`config.mk`:
```
export PLATFORM = sky130hd
export DESIGN_NAME = qvr_round
export DESIGN_NICKNAME = d
export VERILOG_FILES = /design/src/assert_macros.svh /design/src/qvr_pkg.sv /design/src/qvr_round.sv
export SDC_FILE = /design/constraint.sdc
export NUM_CORES = 1
export LEC_CHECK = 0
export BUFFER_PORTS_ARGS = -buffer_cell sky130_fd_sc_hd__buf_2
export CORE_UTILIZATION = 52
export CTS_CLUSTER_SIZE = 12
export DETAILED_ROUTE_END_ITERATION = 8
export PLACE_DENSITY = 0.83
export SLEW_MARGIN = 20
export SYNTH_ARGS = -nofsm -noshare
export SYNTH_HDL_FRONTEND = slang
export SYNTH_SLANG_ARGS = --single-unit
```
`constraint.sdc`:
```
create_clock -name clk_i -period 7.4 [get_ports clk_i]
set_clock_uncertainty 0.2 [all_clocks]
set_input_delay 0.37 -clock clk_i [delete_from_list [all_inputs] [get_ports clk_i]]
set_output_delay 0.37 -clock clk_i [all_outputs]
set_load 0.05 [all_outputs]
```
`src/assert_macros.svh`:
```
// ----------------------------------------------------------------------------
// Assertion macros
// Shared concurrent assertion forms for the vector rotation RTL.
// ----------------------------------------------------------------------------
`ifndef ASSERT_MACROS_SVH
`define ASSERT_MACROS_SVH

// A property that must hold at every rising clock edge outside reset.
`define QVR_ASSERT(lbl, clk, rst_n, prop, msg) \
  lbl: assert property (@(posedge clk) disable iff (!rst_n) (prop)) else $error(msg);

// Implication form of the above.
`define QVR_ASSERT_IMP(lbl, clk, rst_n, ante, cons, msg) \
  `QVR_ASSERT(lbl, clk, rst_n, (ante) |-> (cons), msg)

`endif

```
`src/qvr_pkg.sv`:
```
// ----------------------------------------------------------------------------
// Quaternion vector rotation package
// Defaults, register indexes and axis helpers shared by the rotation RTL.
// ----------------------------------------------------------------------------
package qvr_pkg;

  localparam int DATA_WIDTH_DEF = 16;
  localparam int FRAC_BITS_DEF  = 12;

  localparam int NUM_AXES  = 3;
  localparam int CFG_IDX_W = 2;

  typedef enum logic [CFG_IDX_W-1:0] {
    CFG_QUAT_REAL = 2'd0,
    CFG_QUAT_I    = 2'd1,
    CFG_QUAT_J    = 2'd2,
    CFG_QUAT_K    = 2'd3
  } cfg_idx_e;

  // Cyclic neighbours of each axis, used to build the cross product.
  localparam int AX_NEXT [NUM_AXES] = '{1, 2, 0};
  localparam int AX_PREV [NUM_AXES] = '{2, 0, 1};

endpackage

```
`src/qvr_round.sv`:
```
// ----------------------------------------------------------------------------
// Rounding and saturation
// Rounds the quotient to nearest, restores the sign and clips to range.
// ----------------------------------------------------------------------------
module qvr_round import qvr_pkg::*; #(
  parameter int DATA_WIDTH = DATA_WIDTH_DEF
) (
  input  logic                         clk_i,
  input  logic                         rst_ni,
  input  logic                         in_valid_i,
  output logic                         in_ready_o,
  input  logic        [DATA_WIDTH:0]   q_i   [NUM_AXES],
  input  logic        [2*DATA_WIDTH:0] rem_i [NUM_AXES],
  input  logic                         neg_i [NUM_AXES],
  input  logic                         ovf_i [NUM_AXES],
  input  logic        [2*DATA_WIDTH:0] n_i,
  output logic                         out_valid_o,
  input  logic                         out_ready_i,
  output logic signed [DATA_WIDTH-1:0] rot_o [NUM_AXES],
  output logic                         sat_o
);

  localparam int RW = DATA_WIDTH + 2;
  localparam logic [RW-1:0] DMaxR = RW'((64'(1) << (DATA_WIDTH - 1)) - 64'(1));
  localparam logic [RW-1:0] DMinMagR = RW'(64'(1) << (DATA_WIDTH - 1));
  localparam logic signed [DATA_WIDTH-1:0] DMax = {1'b0, {(DATA_WIDTH-1){1'b1}}};
  localparam logic signed [DATA_WIDTH-1:0] DMin = {1'b1, {(DATA_WIDTH-1){1'b0}}};

  logic [1:0] vld_q;
  logic       adv;

  logic                         rnd     [NUM_AXES];
  logic [RW-1:0]                qr_q    [NUM_AXES];
  logic                         neg_q   [NUM_AXES];
  logic                         ovf_q   [NUM_AXES];
  logic                         lsat    [NUM_AXES];
  logic [DATA_WIDTH-1:0]        qr_t    [NUM_AXES];
  logic signed [DATA_WIDTH-1:0] rot_d   [NUM_AXES];
  logic signed [DATA_WIDTH-1:0] rot_q   [NUM_AXES];
  logic                         sat_d, sat_q;

  assign adv        = !vld_q[1] || out_ready_i;
  assign in_ready_o = adv;

  always_ff @(posedge clk_i or negedge rst_ni) begin
    if (!rst_ni) begin
      vld_q <= '0;
    end else if (adv) begin
      vld_q <= {vld_q[0], in_valid_i};
    end
  end

  // Ties go away from zero because rounding is done on the magnitude.
  always_comb begin
    for (int l = 0; l < NUM_AXES; l++) begin
      rnd[l] = {rem_i[l], 1'b0} >= {1'b0, n_i};
    end
  end

  always_comb begin
    sat_d = 1'b0;
    for (int l = 0; l < NUM_AXES; l++) begin
      // The magnitude one above the positive limit is still legal when negative.
      lsat[l] = ovf_q[l] || ((qr_q[l] > DMaxR) && !(neg_q[l] && (qr_q[l] == DMinMagR)));
      qr_t[l] = qr_q[l][DATA_WIDTH-1:0];
      if (lsat[l]) begin
        rot_d[l] = neg_q[l] ? DMin : DMax;
      end else begin
        rot_d[l] = neg_q[l] ? -$signed(qr_t[l]) : $signed(qr_t[l]);
      end
      sat_d = sat_d || lsat[l];
    end
  end

  always_ff @(posedge clk_i) begin
    if (adv) begin
      for (int l = 0; l < NUM_AXES; l++) begin
        qr_q[l]  <= RW'(q_i[l]) + RW'(rnd[l]);
        neg_q[l] <= neg_i[l];
        ovf_q[l] <= ovf_i[l];
        rot_q[l] <= rot_d[l];
      end
      sat_q <= sat_d;
    end
  end

  assign out_valid_o = vld_q[1];
  assign rot_o       = rot_q;
  assign sat_o       = sat_q;

endmodule

```
-- Word level (Yosys, flattened, before mapping)
Memories as Yosys holds them, arrays and structs flattened.
Index checks and enable logic that the tools add are counted.
- $add $sub $neg: 6
- magnitude comparators: 6
- equal/unequal tests: 3
- mux-type cells: 11
- reductions and logical operators: 16
- operators with widths (kind ; count):
    16-bit 2-to-1 mux ; 9
    34-bit by 33-bit >= comparator with 1-bit output ; 3
    17-bit by 1-bit adder with 18-bit output ; 3
    18-bit by 16-bit == test with 1-bit output (second input constant) ; 3
    18-bit by 15-bit > comparator with 1-bit output (second input constant) ; 3
    16-bit negation ; 3
    1-bit logical AND ; 6
    1-bit logical OR ; 6
    1-bit zero test ; 4
    1-bit 2-to-1 mux ; 2
- register bits after elaboration: 51
- memory bits (writable): 60
- input bits: 193
- word-level logic and storage cells: 50
- memories: 3
- memories (name ; depth ; bits a word ; rd ports ; clocked after Yosys merged registers in ; wr ports ; line ; RTL):
    qr_q ; 3 ; 18 ; 3 ; 0 ; 3 ; qvr_round.sv:33 ; logic [RW-1:0] qr_q [NUM_AXES];
    neg_q ; 3 ; 1 ; 3 ; 0 ; 3 ; qvr_round.sv:34 ; logic neg_q [NUM_AXES];
    ovf_q ; 3 ; 1 ; 3 ; 0 ; 3 ; qvr_round.sv:35 ; logic ovf_q [NUM_AXES];

-- Logic depth before layout (Yosys ltp)
- depth in word-level cells: 7
- mapped depth: 15
- mapped depth without buffers: 14

-- Least setup slack after synthesis
No wires, ideal clock.
- kind: flip-flop to flip-flop
- start: reg vld_q[1]
- end: reg vld_q[0]
- arrival time: 4.008 ns
- required time: 7.059 ns
- path slack: 3.052 ns
- stages on the path, launching flop included: 3
- buffers on the path: 0
- period minus slack after synthesis: 4.348 ns
- path through: dfrtp_1 > nand2b_1 > mux2_2
- longest elaborated chain between the ends: 2
- ends and longest elaborated chain (element ; line ; RTL):
    from (decl) ; qvr_round.sv:29 ; logic [1:0] vld_q;
    from (signal assigned) ; qvr_round.sv:49 ; vld_q <= {vld_q[0], in_valid_i};
    1-bit zero test ; qvr_round.sv:42 ; assign adv = !vld_q[1] || out_ready_i;
    1-bit logical OR ; qvr_round.sv:42 ;
    via in_ready_o ; qvr_round.sv:11 ; output logic in_ready_o,
The timed path passes the listed nets, and every way through them passes these cells.
A chain may end at the register's enable or synchronous reset.

==> metrics <==
Worst IR Drop VDD=107 uV; number of synthesis warnings=0; Mapped Cells=slightly below 800; initial antenna violation count=0; grt ovf=0; Routability Congestion=0.882; critical path peak fanout=5; register area=3320 um2; fin crit period=3.62 ns; drt first pass iters=5; # fillers=1164; Synth Register Bits=111; final slew viol count=0; final setup violation count=0; status=finished, final reports clean; drt total wl=19200 um; Routed met3 length=1110 um; Die W=~130 um; DR top layer=met4; EDFF count, synth=roughly 110; CTS sink cnt=111; Row Count=44; area leader, netlist=edfxtp_1; Layout Nets=around 1.3k; area occupied by multi-input gates=4440 um2; Detailed Route Iter0 Violations=390; HP Class=in2reg; Startpoint Class=primary input; cts bufs inserted=9; Hold Fails Final Rpt=0; Period Utilization, post-route=0.490; CTS tree=built; DRC Markers=0; Worst Setup End Kind=register; Final ANT Viol Nets=0; MaxCap Viol Count=0; Syn Area/Cell=10.3 um2; largest net degree at the start of global routing=77; Yosys top cell area share=0.409; root buffer cell=clkbuf_16; Via Count=6869; area delta synth->final=22.6%; Die Area=15900 um2; met1 WL=7710 um; vias in the first global route=6603; RSZ-0062 raised after global routing=false; Ports=244; Setup TNS Final=0 ns; n_diodes=0; predominant post-synthesis flop cell=edfxtp_1; synth top area cells=edfxtp_1, ha_1, a21oi_1, xnor2_1, a21o_1; crit path from=n_i[29]; ratio of cells with drive above 1 in the final layout=0.273; DR WL met2=9960 um; die height=approximately 130 um; Vias/cell=5.65; Worst Setup Path Type=in2reg; DR WL/cell=roughly 16 um; Worst Path Arrival=3.52 ns; Worst-Margin Slew=roughly 0.89 ns; Clk Latency, worst-skew pair=0.34 ns; HPWL after DPL=15700 um; effective utilization at floorplan=0.543; minimum hold slack=around 0.13 ns; core region area=around 15000 um2; CTS max path bufs=2; Async SR Flop Fraction=0.0180; mapped cell area=roughly 8000 um2; first-pass GRT wire length=30700 um; port bufs=243; unique cell type count in the Yosys netlist=74; CP Data Required Time=7.30 ns; Pwr Density=between 150 and 200 nW/um2; relative slew slack=0.405; clk slew on worst S/H paths=0.07 ns; worst flop-to-flop path startpoint=qr_q[0][37]; Fmax=276 MHz; Tot GR Track Use=0.243; H-tree depth=3; hold_sp=q_i[11]; Mapped Nets=1078; Seq/Total Area, Yosys=0.415; Leak=0.00441 uW
[kinds of logic after synthesis]
| logic type | synth area share |
|---|---|
| flip-flops | 0.415 |
| multiplexers | 0.00391 |
| AO/OA/AOI/OAI | 0.156 |
| buffers and inverters | 0.0316 |
| adder cells (fa/ha/maj) | 0.164 |
| AND/OR/NAND/NOR | 0.170 |
| XOR/XNOR | 0.0591 |
[registers in the layout, summed over array words and instances, names as in the netlist]
signal	count
neg_q	3
ovf_q	3
qr_q	54
rot_o	48
sat_o	1
vld_q	2
[worst max-delay path: stages]
cell	delay, ns
buf_2	0.07
inv_1	0.06
ha_1	0.30
nand4_1	0.18
nor4_1	0.66
or4b_2	0.64
a21oi_1	0.17
a211o_1	0.13
ha_1	0.19
ha_1	0.23
and3_1	0.27
nand4_1	0.13
xnor2_1	0.13
[final timing paths]
check | endpoint | slack (ns) | cells after the start
worst max register to register | rot_o[3] | 4.33 | 8
min in group asynchronous | vld_q[1] | 0.16 | 2
worst max-delay path | qr_q[0][50] | 3.78 | 13
worst min-delay path | qr_q[0][47] | 0.13 | 2
max in group asynchronous | vld_q[0] | 6.75 | 2
worst min register to register | vld_q[1] | 0.28 | 1
[cell type report]
| type | instances | area share |
|---|---|---|
| clock inverter | 7 | 0.0122 |
| tap | 184 | 0.0234 |
| inverter | 50 | 0.0191 |
| clock buffer | 9 | 0.0229 |
| sequential | 111 | 0.338 |
| multi-input combinational | 604 | 0.452 |
| timing repair buffer | 251 | 0.132 |
[synthesized netlist by cell type (all sizes together) (9+ instances only)]
cell type	number
a211oi	12
a21o	30
a21oi	71
and3	15
clkbuf	13
edfxtp	109
ha	105
inv	49
nand2	54
nand3	28
nand4	18
nor2	49
nor3	26
nor4	9
o21ai	23
o22ai	10
xnor2	36
xor2	18
[per-layer routing]
layer	global-route usage	up-vias
met5	0	-
met4	0.0794	0
met3	0.0467	33
met2	0.458	263
met1	0.274	3112
li1	-	3461
[cells in the final DEF, fill, tap and decap left out, types with 7 or more instances in the layout]
cell,Yosys,layout
nor3_1,24,24
nor4_1,7,7
nor2b_1,7,7
inv_1,49,49
buf_2,1,243
a21oi_1,71,71
nand3_1,28,28
dlygate4sd3_1,0,7
o22ai_1,10,10
and3_1,15,15
nor2_1,49,49
a21o_1,30,30
ha_1,105,105
clkbuf_16,0,9
nand2_1,53,53
o21ai_0,17,17
xnor2_1,36,36
nand4_1,18,18
xor2_1,18,18
edfxtp_1,109,109
a211oi_1,12,12
[report_power, final]
| group | internal [uW] | leakage [uW] | switching (uW) |
|---|---|---|---|
| combinational | 172 | 0.00312 | 318 |
| clock | 332 | 0.000166 | 214 |
| sequential | 783 | 0.00112 | 53.9 |
[timing repair]
action,in CTS,in global routing
hold endpoints to repair,8,0
hold buffers,7,0
buffers inserted,0,0
gates resized for setup,0,0
endpoints found under the setup margin,0,0
[stage by stage]
stage | std cells | util | total power, uW | cell area [um2] | setup WS, ns
global route | 1216 | 0.665 | 1970 | 9820 | 3.60
floorplan | 780 | - | 1180 | 8010 | 3.05
global placement | 1193 | 0.637 | 1320 | 9400 | 3.61
detailed placement | 1193 | 0.637 | 1330 | 9400 | 3.45
finish | 1216 | 0.665 | 1870 | 9820 | 3.78
CTS | 1216 | 0.665 | 1880 | 9820 | 3.83
(Power assumes the default switching activity.)
